--- src/hdl/mkdb_pkg.sv ---
package mkdb_pkg;

    localparam int KEY_COUNT = 7;
    localparam int KEY_W     = 3;
    localparam int SLOT_CNT  = 2 * KEY_COUNT;
    localparam int SLOT_W    = KEY_W + 1;
    localparam int DB_W      = 4;
    localparam int HOLD_W    = 10;
    localparam int CFG_W     = 10;

    localparam logic [DB_W-1:0]   DEBOUNCE_RESET   = 4'd3;
    localparam logic [HOLD_W-1:0] LONG_PRESS_RESET = 10'd100;
    localparam logic [HOLD_W-1:0] HOLD_MAX         = 10'd1023;

    typedef enum logic [1:0] {
        EV_PRESSED  = 2'd0,
        EV_CLICK    = 2'd1,
        EV_RELEASED = 2'd2,
        EV_LONG     = 2'd3
    } t_event;

    typedef enum logic {
        CFG_DEBOUNCE   = 1'b0,
        CFG_LONG_PRESS = 1'b1
    } t_cfg_reg;

    typedef struct packed {
        logic [1:0] valid;
        t_event     code0;
        t_event     code1;
    } t_key_ev;

endpackage

--- src/hdl/mkdb_key.sv ---
module mkdb_key (
    input  logic                          i_clk,
    input  logic                          i_rst_n,
    input  logic                          i_tick,
    input  logic                          i_level,
    input  logic [mkdb_pkg::DB_W-1:0]     i_debounce_ticks,
    input  logic [mkdb_pkg::HOLD_W-1:0]   i_long_press_ticks,
    output logic                          o_stable_next,
    output mkdb_pkg::t_key_ev             o_ev
);
    import mkdb_pkg::*;

    logic              r_prev;
    logic              r_stable;
    logic [DB_W-1:0]   r_run;
    logic [HOLD_W-1:0] r_hold;
    logic              r_long_rep;

    logic              n_stable;
    logic [DB_W-1:0]   n_run;
    logic [HOLD_W-1:0] n_hold;
    logic              n_long_rep;

    logic              same;
    logic              take_level;
    logic              press;
    logic              release_ev;
    logic              click;
    logic              long_ev;
    logic              long_mid;
    logic [HOLD_W-1:0] hold_inc;

    always_comb begin
        hold_inc = r_hold;
        if (!r_stable && (r_hold != HOLD_MAX)) begin
            hold_inc = r_hold + HOLD_W'(1);
        end
        same = (i_level == r_prev);
        if (!same) begin
            n_run = '0;
        end else if (r_run < i_debounce_ticks) begin
            n_run = r_run + DB_W'(1);
        end else begin
            n_run = r_run;
        end
        take_level = same && (n_run >= i_debounce_ticks);
        n_stable   = take_level ? i_level : r_stable;
        press      = take_level && r_stable && !i_level;
        release_ev = take_level && !r_stable && i_level;
        n_hold     = press ? '0 : hold_inc;
        long_mid   = press ? 1'b0 : r_long_rep;
        long_ev    = !n_stable && !long_mid && (n_hold >= i_long_press_ticks);
        n_long_rep = long_ev ? 1'b1 : long_mid;
        click      = release_ev && (hold_inc < i_long_press_ticks);
    end

    always_comb begin
        o_ev.valid = 2'b00;
        o_ev.code0 = EV_PRESSED;
        o_ev.code1 = EV_LONG;
        if (press) begin
            o_ev.valid = {long_ev, 1'b1};
        end else if (release_ev) begin
            if (click) begin
                o_ev.valid = 2'b11;
                o_ev.code0 = EV_CLICK;
                o_ev.code1 = EV_RELEASED;
            end else begin
                o_ev.valid = 2'b01;
                o_ev.code0 = EV_RELEASED;
            end
        end else if (long_ev) begin
            o_ev.valid = 2'b01;
            o_ev.code0 = EV_LONG;
        end
    end

    assign o_stable_next = n_stable;

    always_ff @(posedge i_clk) begin
        if (!i_rst_n) begin
            r_prev     <= 1'b1;
            r_stable   <= 1'b1;
            r_run      <= '0;
            r_hold     <= '0;
            r_long_rep <= 1'b0;
        end else if (i_tick) begin
            r_prev     <= i_level;
            r_stable   <= n_stable;
            r_run      <= n_run;
            r_hold     <= n_hold;
            r_long_rep <= n_long_rep;
        end
    end

endmodule

--- src/hdl/multi_key_debounce_click_long_press_unit.sv ---
// Debouncer for a bank of active-low keys with click and long-press events.
// Each input beat on i_valid/o_stall is one scan tick carrying the raw pin
// levels of all keys. The tick updates the per-key debounce and hold state in
// the cycle it is accepted and turns into zero to two events per key.
// Events leave on o_valid/i_stall one beat per cycle, in key order, each with
// the key index, the event code, the debounced levels after the tick and a
// flag on the last event of that tick. A tick without events gives no beat.
// Events go through the current-tick register, after the pending one if a
// tick is still draining, then the output register. One tick is draining
// while one more waits, and o_stall is high while a tick waits. Any tick,
// with or without events, is taken back to back otherwise. When the receiver
// stalls, the output beat holds and draining pauses. Reset returns every key
// to released with cleared counters, and restores the debounce and long-press
// registers to 3 and 100 ticks. The user must write them through i_cfg_we,
// i_cfg_index and i_cfg_data only while idle; the block does not enforce it.
module multi_key_debounce_click_long_press_unit (
    input  logic                                i_clk,
    input  logic                                i_rst_n,
    input  logic                                i_valid,
    output logic                                o_stall,
    input  logic [mkdb_pkg::KEY_COUNT-1:0]      i_raw_levels,
    output logic                                o_valid,
    input  logic                                i_stall,
    output logic [mkdb_pkg::KEY_W-1:0]          o_key_index,
    output logic [1:0]                          o_event_code,
    output logic [mkdb_pkg::KEY_COUNT-1:0]      o_stable_levels,
    output logic                                o_last_of_run,
    input  logic                                i_cfg_we,
    input  logic                                i_cfg_index,
    input  logic [mkdb_pkg::CFG_W-1:0]          i_cfg_data
);
    import mkdb_pkg::*;

    logic [DB_W-1:0]   r_debounce;
    logic [HOLD_W-1:0] r_long_press;

    t_key_ev              key_ev [KEY_COUNT];
    logic [KEY_COUNT-1:0] stable_next;
    logic [SLOT_CNT-1:0]  new_mask;
    t_event               new_codes [SLOT_CNT];
    logic                 accept;

    logic                 r_pend_valid;
    logic [SLOT_CNT-1:0]  r_pend_mask;
    t_event               r_pend_codes [SLOT_CNT];
    logic [KEY_COUNT-1:0] r_pend_stable;

    logic [SLOT_CNT-1:0]  r_cur_mask;
    t_event               r_cur_codes [SLOT_CNT];
    logic [KEY_COUNT-1:0] r_cur_stable;

    logic                 r_out_valid;
    logic [KEY_W-1:0]     r_out_key;
    t_event               r_out_code;
    logic [KEY_COUNT-1:0] r_out_stable;
    logic                 r_out_last;

    logic                 out_free;
    logic                 emit;
    logic [SLOT_CNT-1:0]  rest_mask;
    logic [SLOT_W-1:0]    sel;
    logic                 cur_free;
    logic                 pend_move;
    logic                 load_cur_direct;

    always_ff @(posedge i_clk) begin
        if (!i_rst_n) begin
            r_debounce   <= DEBOUNCE_RESET;
            r_long_press <= LONG_PRESS_RESET;
        end else if (i_cfg_we) begin
            case (t_cfg_reg'(i_cfg_index))
                CFG_DEBOUNCE:   r_debounce   <= i_cfg_data[DB_W-1:0];
                CFG_LONG_PRESS: r_long_press <= i_cfg_data[HOLD_W-1:0];
                default: begin
                end
            endcase
        end
    end

    assign o_stall = r_pend_valid;
    assign accept  = i_valid && !r_pend_valid;

    for (genvar k = 0; k < KEY_COUNT; k++) begin : g_key
        mkdb_key u_key (
            .i_clk              (i_clk),
            .i_rst_n            (i_rst_n),
            .i_tick             (accept),
            .i_level            (i_raw_levels[k]),
            .i_debounce_ticks   (r_debounce),
            .i_long_press_ticks (r_long_press),
            .o_stable_next      (stable_next[k]),
            .o_ev               (key_ev[k])
        );

        assign new_mask[2*k]     = key_ev[k].valid[0];
        assign new_mask[2*k+1]   = key_ev[k].valid[1];
        assign new_codes[2*k]    = key_ev[k].code0;
        assign new_codes[2*k+1]  = key_ev[k].code1;
    end

    always_comb begin
        sel = '0;
        for (int j = SLOT_CNT - 1; j >= 0; j--) begin
            if (r_cur_mask[j]) begin
                sel = SLOT_W'(j);
            end
        end
    end

    assign out_free        = !r_out_valid || !i_stall;
    assign emit            = (r_cur_mask != '0) && out_free;
    assign rest_mask       = r_cur_mask & (r_cur_mask - SLOT_CNT'(1));
    assign cur_free        = (r_cur_mask == '0) || (emit && (rest_mask == '0));
    assign pend_move       = r_pend_valid && cur_free;
    assign load_cur_direct = accept && (new_mask != '0) && cur_free;

    always_ff @(posedge i_clk) begin
        if (!i_rst_n) begin
            r_pend_valid <= 1'b0;
        end else if (pend_move) begin
            r_pend_valid <= 1'b0;
        end else if (accept && (new_mask != '0) && !cur_free) begin
            r_pend_valid <= 1'b1;
        end
    end

    always_ff @(posedge i_clk) begin
        if (accept) begin
            r_pend_mask   <= new_mask;
            r_pend_codes  <= new_codes;
            r_pend_stable <= stable_next;
        end
    end

    always_ff @(posedge i_clk) begin
        if (!i_rst_n) begin
            r_cur_mask <= '0;
        end else if (pend_move) begin
            r_cur_mask <= r_pend_mask;
        end else if (load_cur_direct) begin
            r_cur_mask <= new_mask;
        end else if (emit) begin
            r_cur_mask <= rest_mask;
        end
    end

    always_ff @(posedge i_clk) begin
        if (pend_move) begin
            r_cur_codes  <= r_pend_codes;
            r_cur_stable <= r_pend_stable;
        end else if (load_cur_direct) begin
            r_cur_codes  <= new_codes;
            r_cur_stable <= stable_next;
        end
    end

    always_ff @(posedge i_clk) begin
        if (!i_rst_n) begin
            r_out_valid <= 1'b0;
        end else if (emit) begin
            r_out_valid <= 1'b1;
        end else if (!i_stall) begin
            r_out_valid <= 1'b0;
        end
    end

    always_ff @(posedge i_clk) begin
        if (emit) begin
            r_out_key    <= sel[SLOT_W-1:1];
            r_out_code   <= r_cur_codes[sel];
            r_out_stable <= r_cur_stable;
            r_out_last   <= (rest_mask == '0);
        end
    end

    assign o_valid         = r_out_valid;
    assign o_key_index     = r_out_key;
    assign o_event_code    = r_out_code;
    assign o_stable_levels = r_out_stable;
    assign o_last_of_run   = r_out_last;

endmodule
--- config.mk ---
export PLATFORM = sky130hd
export DESIGN_NAME = multi_key_debounce_click_long_press_unit
export DESIGN_NICKNAME = d
export VERILOG_FILES = /design/src/hdl/mkdb_pkg.sv /design/src/hdl/mkdb_key.sv /design/src/hdl/multi_key_debounce_click_long_press_unit.sv
export SDC_FILE = /design/constraint.sdc
export NUM_CORES = 1
export LEC_CHECK = 0
export BUFFER_PORTS_ARGS = -buffer_cell sky130_fd_sc_hd__buf_2
export CORE_MARGIN = 2
export CORE_UTILIZATION = 50
export DETAILED_ROUTE_END_ITERATION = 16
export PLACE_DENSITY_LB_ADDON = 0.25
export SETUP_SLACK_MARGIN = 0.4
export SLEW_MARGIN = 10
export SYNTH_ARGS = -nofsm -noshare
export SYNTH_HDL_FRONTEND = slang
export SYNTH_SLANG_ARGS = --single-unit
--- constraint.sdc ---
create_clock -name i_clk -period 9.5 [get_ports i_clk]
set_clock_uncertainty 0.15 [all_clocks]
set_input_delay 0.475 -clock i_clk [delete_from_list [all_inputs] [get_ports i_clk]]
set_output_delay 0.475 -clock i_clk [all_outputs]
set_load 0.01 [all_outputs]
Yosys cells after proc, flatten, opt, wreduce, memory -nomap -nowiden. Cells that the tools add are included.

Input port bits: 23. Logic and storage cells: 375. Output and inout bits: 15. Bits in registers: 246.

Equality and inequality tests: 15. Reductions and logical operators: 113. Bitwise gates (word level): 4. Muxes and demuxes: 124. $lt $le $gt $ge: 29. Add/sub/neg operators: 15.

Operators with widths (number): $mux W4 (49); $mux W10 (14); $add A10 B1 Y10 const B (7); $ge A10 B10 Y1 (7); $logic_and A1 B1 Y1 (70); $lt A10 B10 Y1 (7); $ne A10 B10 Y1 const B (7); $mux W28 (2); $mux W14 (3); $mux W1 (37); $logic_not A1 Y1 (32); $add A4 B1 Y4 const B (7); $ge A4 B4 Y1 (7); $logic_not A14 Y1 (2); $lt A4 B4 Y1 (7); $reduce_bool A14 Y1 (2); $mux W3 (7); $mux W2 (9); $and A14 B14 Y14 (1); $mux W7 (2); $sub A14 B1 Y14 const B (1); $bmux W2 S4 (1); $eq A1 B1 Y1 (7); $ge A5 B5 Y1 const B (1); other kinds (8) (11).

Logic depth before layout (Yosys ltp). Gate-level depths: netlist of the first run.

Depth after elaboration: 19. Depth in mapped cells: 26.

By module. A second synthesis of the first run with hierarchy kept.

Cells, all modules: 2038. Area total of the unflattened synthesis: 17865.9 um^2.

By module, submodules not included: mkdb_key (g_key[0].u_key ...) (area each 1783.0 um^2, instances 6, cells an instance 239, seq. area each 340.3 um^2); multi_key_debounce_click_long_press_unit (area each 5378.9 um^2, instances 1, cells an instance 365, seq. area each 3513.4 um^2); mkdb_key (g_key[6].u_key) (area each 1789.2 um^2, instances 1, cells an instance 239, seq. area each 340.3 um^2).

Least setup slack after synthesis of the first run. OpenSTA, ideal clock, no wires.

Path kind: flip-flop to flip-flop. Start point: reg r_debounce[1]. End point: reg r_cur_codes[0] (netlist bit) (enable). Setup time: 0.456 ns. Stages on the path, launching flop included: 26. Clock period less this slack: 7.270 ns. Required time: 8.894 ns. Arrival time: 6.664 ns. Path slack: 2.230 ns. Cells stage by stage: dfxtp_1 > inv_1 > ha_1 > a21o_1 > a21o_1 > a21oi_1 > nand4_1 > xor2_1 > nor2_1 > ha_1 > nand2_1 > o21ai_0 > nand3b_1 > or2_2 > clkbuf_1 > and2_1 > ha_1 > and4_1 > nand2_1 > nor2_1 > a211oi_1 > o311ai_0 > nor4_4 > nand2_1 > nand2_1 > a21boi_0.

RTL lines: from (decl) (line multi_key_debounce_click_long_press_unit.sv:34) `logic [DB_W-1:0] r_debounce;`; from (signal assigned) (line multi_key_debounce_click_long_press_unit.sv:72) `CFG_DEBOUNCE: r_debounce <= i_cfg_data[DB_W-1:0];`; $lt A4 B4 Y1 * (line mkdb_key.sv:41) `end else if (r_run < i_debounce_ticks) begin`; $mux W4 * (line mkdb_key.sv:41); $mux W4 * (line mkdb_key.sv:39) `if (!same) begin`; net g_key[2].u_key.n_run[3] (line mkdb_key.sv:20) `logic [DB_W-1:0] n_run;`; $ge A4 B4 Y1 * (line mkdb_key.sv:46) `take_level = same && (n_run >= i_debounce_ticks);`; $logic_and A1 B1 Y1 * (line mkdb_key.sv:46); $logic_and A1 B1 Y1 * (2 in series) (line mkdb_key.sv:48) `press = take_level && r_stable && !i_level;`; $mux W10 * (line mkdb_key.sv:50) `n_hold = press ? '0 : hold_inc;`; net g_key[2].u_key.n_hold[9] (line mkdb_key.sv:21) `logic [HOLD_W-1:0] n_hold;`; $ge A10 B10 Y1 * (line mkdb_key.sv:52) `long_ev = !n_stable && !long_mid && (n_hold >= i_long_press_ticks);`; $logic_and A1 B1 Y1 * (line mkdb_key.sv:52); $mux W3 (line mkdb_key.sv:72) `end else if (long_ev) begin`; $mux W4 (line mkdb_key.sv:63) `end else if (release_ev) begin`; $mux W2 * (line mkdb_key.sv:61) `if (press) begin`; $reduce_bool A14 Y1 * (line multi_key_debounce_click_long_press_unit.sv:115) `assign load_cur_direct = accept && (new_mask != '0) && cur_free;`; $logic_and A1 B1 Y1 * (2 in series) (line multi_key_debounce_click_long_press_unit.sv:115); $reduce_bool A2 Y1 (no line) *; to (signal assigned) (line multi_key_debounce_click_long_press_unit.sv:149) `r_cur_codes <= r_pend_codes;`; to (signal assigned) (line multi_key_debounce_click_long_press_unit.sv:152) `r_cur_codes <= new_codes;`; to (decl) (line multi_key_debounce_click_long_press_unit.sv:49) `t_event r_cur_codes [SLOT_CNT];`.

Mark *: on every way through the listed nets, which the timed path passes. The rest lies on a longest branch. A chain may end at the register's enable or synchronous reset.

Final worst setup path of the first run.
Start point: reg r_debounce[1]. End point: reg r_cur_mask[13].

RTL lines: $lt A4 B4 Y1 (line mkdb_key.sv:41); $mux W4 (line mkdb_key.sv:41); $mux W4 (line mkdb_key.sv:39); $ge A4 B4 Y1 * (line mkdb_key.sv:46); $logic_and A1 B1 Y1 * (line mkdb_key.sv:46); $logic_and A1 B1 Y1 * (2 in series) (line mkdb_key.sv:48); $mux W10 * (line mkdb_key.sv:50); net g_key[6].u_key.n_hold[7] (line mkdb_key.sv:21); $ge A10 B10 Y1 * (line mkdb_key.sv:52); $logic_and A1 B1 Y1 * (line mkdb_key.sv:52); $mux W3 (line mkdb_key.sv:72); $mux W4 (line mkdb_key.sv:63); $mux W2 * (line mkdb_key.sv:61); $reduce_bool A14 Y1 (line multi_key_debounce_click_long_press_unit.sv:115); $logic_and A1 B1 Y1 (2 in series) (line multi_key_debounce_click_long_press_unit.sv:115); $mux W14 (line multi_key_debounce_click_long_press_unit.sv:140) `end else if (load_cur_direct) begin`; $mux W14 (line multi_key_debounce_click_long_press_unit.sv:138) `end else if (pend_move) begin`; to (signal assigned) (line multi_key_debounce_click_long_press_unit.sv:139) `r_cur_mask <= r_pend_mask;`; to (signal assigned) (line multi_key_debounce_click_long_press_unit.sv:141) `r_cur_mask <= new_mask;`; to (signal assigned) (line multi_key_debounce_click_long_press_unit.sv:143) `r_cur_mask <= rest_mask;`; to (decl) (line multi_key_debounce_click_long_press_unit.sv:48) `logic [SLOT_CNT-1:0] r_cur_mask;`.

Marks and branches as above.

==> results of run 1 <==
-- layer usage --
metal  global-route usage  routed length (um)  up-vias
met5                    0                   0        -
met4               0.0735                 937        0
met3               0.0401                2440       63
met2                0.392               18400      339
met1                0.341               19300     6378
li1                     -                   -     6743
-- critical path, stage by stage, from the launching register on --
cell and delay, ns:
dfxtp_1 0.30, inv_1 0.46, ha_1 0.34, a21o_1 0.16
a21o_1 0.17, a21oi_1 0.35, xor2_1 0.18, nand2b_1 0.09
ha_1 0.27, nand2b_1 0.15, a2111oi_0 0.90, or2_2 0.29
or3_1 0.28, and2_1 0.21, ha_1 0.26, a2111oi_0 0.49
o32ai_1 0.15, a21oi_1 0.28, o311ai_0 0.27, nor4_4 0.23
a21oi_2 0.20, or2_4 0.38, a311oi_1 0.25
-- registers in the layout, summed over array words and instances (netlist names), 10 cells and up --
register,flops
g_key.u_key.r_hold,70
g_key.u_key.r_run,28
r_cur_codes,21
r_cur_mask,14
r_long_press,10
r_pend_codes,21
r_pend_mask,14
-- cells in the final DEF, fill, tap and decap left out, types with 4 or more instances in the layout --
cell type,count
a21o_1,48
a211oi_1,16
nand4_1,45
nor3_1,42
or2_2,9
buf_2,37
nor3b_1,5
clkbuf_16,27
o21ai_0,53
a21oi_1,187
nand2b_1,28
a31oi_1,9
buf_4,17
a211o_1,4
nor2b_1,8
clkbuf_1,8
edfxtp_1,83
and3_1,14
nor4_1,11
xor2_1,56
mux2_2,13
a221oi_1,6
or3_1,8
dfxtp_1,149
o211ai_1,15
or4_1,5
xnor2_1,35
o21a_1,11
ha_1,196
inv_1,38
and4_1,19
and2_1,64
o21bai_1,4
nand2_1,307
nand3_1,30
nand3b_1,4
nor2_1,164
mux2i_1,16
o31ai_1,16
-- logic make-up (layout without fill, tap and decap cells) --
logic type / count (synthesis) / in the layout
AOI/OAI and AO/OA: 417 / 417
xor gates and xnor gates: 91 / 91
adders and majority gates: 197 / 197
buffers and inverters: 115 / 145
DFF: 232 / 232
muxes: 31 / 31
other: 0 / 2
and+or+nand+nor: 780 / 780
-- per-stage QoR --
stage	power, mW	hold WS, ns	worst slack, ns	util
after global placement	2.21	0.254	2.88	0.523
after global routing	3.43	0.0216	2.08	0.551
after CTS	3.27	0.00496	2.65	0.551
after floorplan	1.98	0.250	2.23	-
after detailed placement	2.23	0.255	2.76	0.523
final	3.26	0.0257	2.59	0.551
-- final timing paths --
path,start,end,slack [ns],cells past startpoint
worst max register to register,r_debounce[1]$_SDFFE_PN1P_,r_cur_mask[13]$_SDFFE_PN0P_,2.59,22
worst min register to register,r_cur_stable[2]$_DFFE_PP_,o_stable_levels[2]$_DFFE_PP_,0.27,0
worst max-delay path,r_debounce[1]$_SDFFE_PN1P_,r_cur_mask[13]$_SDFFE_PN0P_,2.59,22
worst min-delay path,i_cfg_data[5],r_long_press[5]$_SDFFE_PN1P_,0.03,3
-- cell type report --
| cell class | count | share of cell area |
|---|---|---|
| inverter | 41 | 0.00919 |
| tap | 402 | 0.0291 |
| clock buffer | 36 | 0.0416 |
| multi-input combinational | 1516 | 0.576 |
| clock inverter | 14 | 0.00912 |
| timing repair buffer | 54 | 0.0181 |
| sequential | 232 | 0.317 |
| antenna | 2 | 0.000289 |
-- report_power, final --
| part | switching, mW | total, mW | internal (mW) |
|---|---|---|---|
| clock network | 0.423 | 1.04 | 0.614 |
| registers | 0.0900 | 1.25 | 1.16 |
| logic | 0.617 | 0.966 | 0.349 |
==> results.md, run 1 <==
- Compound-gate portion of the synthesized area: 0.163
- Final Cell Area: ~0.017 mm^2
- DR vias/cell: ~5.9
- Largest vdd supply drop: about 0.14 mV
- Synthesized flop and latch total: roughly 230
- Worst Tran Pin Value: about 1.1 ns
- GRT Resource Usage Total: 0.245
- Post-Synth XOR/XNOR Area: 0.0502
- Gr ovfl total: 0
- Synth Flop Type: dfxtp_1
- FFs w/ async S/R, synth: 0
- Required @ worst endpoint: a little under 10 ns
- CTS clk-pin slew, worst paths: about 0.060 ns
- Final WL: 41100 um
- Commonest cells in the netlist: 308 x nand2_1, 196 x ha_1, 187 x a21oi_1
- PD cells: 188 mW/mm^2
- Worst EP arrival: 7.19 ns
- Post-route DRC: 0
- Max clock buf depth: 3
- Synth top area cells: dfxtp_1 19%, edfxtp_1 16%, ha_1 15%
- Fillcell total: approximately 2800
- DP Area: roughly 0.016 mm^2
- Pre-antenna DRT Iters: 5
- RSZ-0062 raised after global routing: false
- FF+latch area: 0.00548 mm^2
- Status: completed
- FP Rows: between 60 and 70
- H-tree levels: 1
- # setup viols final: 0
- Post-DR wirelength/cell: between 15 and 20 um
- Max-cap violations: 0
- Final cell count without fillers: 2297
- Final Hold Fails: 0
- DR vias: between 10000 and 15000
- DR iter-0 viols: between 1000 and 1500
- Die area: 0.0332 mm^2
- PostCTS Resize Cnt: 0
- Post-route ant nets: 0
- Clock buffer count from CTS: 27
- Post-Place Cells: roughly 2200
- Die width: 182 um
- Worst-Skew Late Latency: approximately 0.56 ns
- CTS tree: done
- Final net count: 2091
- Leading area contributor after synthesis: dfxtp_1
- Critical path type: reg -> reg
- Number of global-route vias before repair: 12679
- # port buffers: 37
- Synthesized area: about 0.016 mm^2
- Share of cells above drive strength 1: 0.0734
- Worst slew margin: 0.258
- Setup crit end kind: flop
- Library cells used by synthesis: 81
- Initial core utilization: 0.506
- CTS Hold Bufs: 0
- FMAX: roughly 0.14 GHz
- Area grow syn2layout: 8.90%
- Area share of fa/ha/maj cells after synthesis: 0.155
- CP startpoint kind: flop
- Hold WC Path Type: in -> reg
- Minimum clock period: between 6 and 7 ns
- Core area: between 0.03 and 0.04 mm^2
- CTS sink cnt: about 230
- Clk root buf: clkbuf_16
- Gp weighted congestion: about 0.86
- IO Count: 38
- Syn Inst Count: 1863
- Mux cell area share after synthesis: 0.0221
- Crit path max fanout: 15
- Largest net degree at the start of global routing: about 70
- Final HPWL DP: roughly 28000 um
- Number of synthesized flops with an enable pin: 83
- Die Height: roughly 180 um
- Leak: between 7 and 8 nW
- Most common cell in the netlist: nand2_1
- Avg Inst Size Synth: 8.52 um^2
- Initial antenna violation count: 3
- Largest family of logic cells by synthesized area: simple AND/OR/NAND/NOR gates
- Postcts setup bufs: 0
- Period utilization: 0.728
- Global-route wire length before repair: 65900 um
- Syn. warnings: 0
- Synth Net Count: between 2000 and 2500
- Seq/Total Area, Yosys: 0.345
- Setup TNS: 0 ns
- Post-Synth Simple-Gate Area: 0.235
- Slew Viols, Final: 0
- Post-synth top area share: 0.188
- Area of the multi-input gates: roughly 0.01 mm^2
Power figures use the tool's default switching activity.
==> run 2, diff against run 1 <==
Settings changed: ABC_AREA from default to 1.
Clock period 9.5 ns to 5.9 ns, I/O delays scaled along.
==> run 2 against run 1 <==
Final cell count is 20% higher. Maximum frequency is 27% higher. Sequential power is 91% higher. Register-to-register slack worse by 2.1 ns. Power is 130% higher. Sequential cell count stayed put. Worst hold slack better by 0.069 ns.
==> results.md, run 2 <==
- H-tree levels: 1 (unchanged)
- CP max-delay cell: dfxtp_4
- Die Height: 183 um (+0.45%)
- Sequential share of power: 0.322 (-0.063)
- Number of global-route vias before repair: 14192 (+12%)
- Critical path type: reg -> reg
- GRT Resource Usage Total: 0.260 (+0.0153)
- Syn. warnings: 0 (unchanged)
- Sw Share: 0.410 (+0.0627)
- Area grow syn2layout: 19.5%
- Final WL: 45100 um (+9.9%)
- Register with the most flip-flops: g_key.u_key.r_hold
- Slew Viols, Final: 0 (unchanged)
- Post-route DRC: 0 (unchanged)
- Share of cells above drive strength 1: 0.139 (+0.0659)
- Slowest cell delay on critical path: 0.37 ns (-0.53 ns)
- Setup crit end kind: flop
- CTS sink cnt: 232 (unchanged)
- Commonest non-fill, non-tap cells in the layout: 527 x nand2_1, 283 x inv_1, 182 x a21oi_1
- Die area: 0.0335 mm^2 (+0.90%)
- Post-DR wirelength/cell: 16.3 um (-8.7%)
- CTS clk-pin slew, worst paths: 0.06 ns (about the same)
- Minimum clock period: 5.46 ns (-1.45 ns)
- Syn Inst Count: 2219 (+19%)
- Leading area contributor after synthesis: dfxtp_1
- # port buffers: 37 (unchanged)
- Clock buffer count from CTS: 29 (+7.4%)
- Initial core utilization: 0.508 (+0.00199)
- Worst Tran Pin Value: 1.03 ns (-0.0756 ns)
- Final HPWL DP: 30600 um (+8.6%)
- Leak: 9.26 nW (+25%)
- Period utilization: 0.926 (+0.198)
- Worst slew margin: 0.314 (+0.0564)
- Top flop regs: g_key.u_key.r_hold x70, g_key.u_key.r_run x28
- IO Count: 38 (unchanged)
- Core area: 0.0316 mm^2 (+0.52%)
- Post-Place Cells: 2630 (+17%)
- Most common cell after layout, fill and taps aside: nand2_1
- Sw power: 3.04 mW (+170%)
- Setup TNS: 0 ns (unchanged)
- FP Rows: 65 (unchanged)
- Max clock buf depth: 3 (unchanged)
- Initial antenna violation count: 1 (-2)
- Comb power frac: 0.426 (+0.129)
- DR iter-0 viols: 1105 (-5.9%)
- Synthesized flop and latch total: 232 (unchanged)
- CTS tree: done
- CP most frequent cell: nand2_2
- Worst-Skew Late Latency: 0.56 ns (about the same)
- Most common cell in the netlist: nand2_1
- DR vias: 15204 (+12%)
- DR vias/cell: 5.50 (-6.6%)
- Library cells used by synthesis: 45 (-44%)
- RSZ-0062 raised after global routing: true
- Part of the power in the clock network: 0.252 (-0.067)
- Max-cap violations: 0 (unchanged)
- Synth Net Count: 2438 (+17%)
- Crit path max fanout: 7 (-8)
- Global-route wire length before repair: 70500 um (+7.0%)
- FFs w/ async S/R, synth: 0 (unchanged)
- Largest vdd supply drop: 0.246 mV (+71%)
- Final Hold Fails: 0 (unchanged)
- Synth top area cells: dfxtp_1 19%, edfxtp_1 16%, ha_1 15%
- Final cell count without fillers: 2765 (+20%)
- Commonest cells in the netlist: 561 x nand2_1, 300 x inv_1, 215 x nor2_1
- # setup viols final: 0 (unchanged)
- Number of synthesized flops with an enable pin: 83 (unchanged)
- Avg Inst Size Synth: 7.22 um^2 (-15%)
- Int Pwr: 4.38 mW (+110%)
- Max FFs per register: 70 (unchanged)
- Synthesized area: 0.0160 mm^2 (+0.91%)
- Synth Flop Type: dfxtp_1
- FMAX: 0.183 GHz (+27%)
- Post-route ant nets: 0 (unchanged)
- Gr ovfl total: 0 (unchanged)
- Worst EP arrival: 5.63 ns (-1.56 ns)
- Final net count: 2558 (+22%)
- Post-synth top area share: 0.186 (-0.00170)
- PD cells: 388 mW/mm^2 (+110%)
- Status: completed
- CP startpoint kind: flop
- Largest net degree at the start of global routing: 111 (+63%)
- Fillcell total: 2765 (-2.8%)
- Die width: 183 um (+0.45%)
- Gp weighted congestion: 0.916 (+6.3%)
- Pre-antenna DRT Iters: 5 (unchanged)
- Seq/Total Area, Yosys: 0.342 (-0.00312)
- Clk root buf: clkbuf_16
- Hold WC Path Type: in -> reg
- Required @ worst endpoint: 6.07 ns (-3.71 ns)
==> run 2: cell count changes in the layout (fill, tap and decap cells not counted), sizes merged, moves of 24 or more <==
cell / before / now
nand3: 31 / 101
o21ai: 56 / 144
nand2: 308 / 568
nand2b: 28 / 0
and2: 64 / 0
dlygate4sd3: 0 / 24
a21o: 48 / 3
inv: 43 / 311
buf: 54 / 113
nor2: 164 / 219
==> run 2: cells by family after synthesis <==
family	count (synthesis)	share of synthesized area
XOR/XNOR	66	0.0361
adder cells (fa/ha/maj)	196	0.153
flip-flops	232	0.342
buffers and inverters	365	0.0873
AO/OA/AOI/OAI	391	0.131
AND/OR/NAND/NOR	969	0.251
==> run 2: power groups by stage <==
stage	clock, mW	combinational (mW)	sequential (mW)
2_1_floorplan	0	1.95	2.38
3_3_place_gp	0	2.62	2.40
3_5_place_dp	0	2.70	2.41
4_1_cts	1.90	2.76	2.38
5_1_grt	1.96	3.55	2.44
6_report	1.87	3.16	2.39
==> run 2: final cells by class <==
class,count,area [um^2],area share
Multi-Input combinational cell,1623,9840,0.514
Sequential cell,232,5480,0.286
Inverter,312,1220,0.0637
Timing Repair Buffer,138,1100,0.0572
Clock buffer,31,733,0.0383
Tap cell,402,503,0.0263
Clock inverter,23,265,0.0138
Timing Repair inverter,3,18.8,0.000980
Antenna cell,1,2.50,0.000131
==> run 2: routing by layer <==
metal	GRT usage	share of wire	wire, um	vias up
met5	0	0	0	-
met4	0.116	0.042	1880	0
met3	0.0353	0.070	3150	115
met2	0.438	0.47	21000	509
met1	0.334	0.42	19100	7022
li1	-	-	-	7558
==> run 2: final timing paths <==
kind / slack [ns] / startpoint / endpoint / cells after the start
worst max-delay path: 0.44 / r_debounce[1]$_SDFFE_PN1P_ / r_cur_codes[23]$_DFFE_PP_ / 32
worst min-delay path: 0.09 / i_cfg_we / r_debounce[3]$_SDFFE_PN0P_ / 5
worst max register to register: 0.44 / r_debounce[1]$_SDFFE_PN1P_ / r_cur_codes[23]$_DFFE_PP_ / 32
worst min register to register: 0.27 / r_cur_stable[5]$_DFFE_PP_ / o_stable_levels[5]$_DFFE_PP_ / 0
==> run 2: critical path: cells and delay by family, from the launching register on <==
kind,cells,cell delay (ns)
simple gates,16,1.94
buf+inv,8,1.10
xor+xnor,1,0.23
compound gates,4,0.79
fa+ha+maj,3,0.61
flops,1,0.37
==> run 2: timing repair <==
action,4_1_cts,5_1_grt
endpoints found under the hold margin,24,0
hold buffers,24,0
gates cloned,1,5
gates resized for setup,18,170
endpoints found under the setup margin,43,43
pin swaps,0,71
setup buffers,4,46
==> run 2: through the flow <==
| step | power [mW] | area, um^2 | util | worst slack (ns) | hold slack [ns] |
|---|---|---|---|---|---|
| 6_report | 7.43 | 19200 | 0.607 | 0.439 | 0.0948 |
| 5_1_grt | 7.95 | 19200 | 0.607 | 0.187 | 0.106 |
| 4_1_cts | 7.04 | 18000 | 0.572 | 0.411 | 0.00357 |
| 3_5_place_dp | 5.12 | 16700 | 0.529 | 0.0937 | 0.256 |
| 3_3_place_gp | 5.02 | 16700 | 0.529 | 0.257 | 0.258 |
| 2_1_floorplan | 4.33 | 16000 | - | 0.655 | 0.250 |
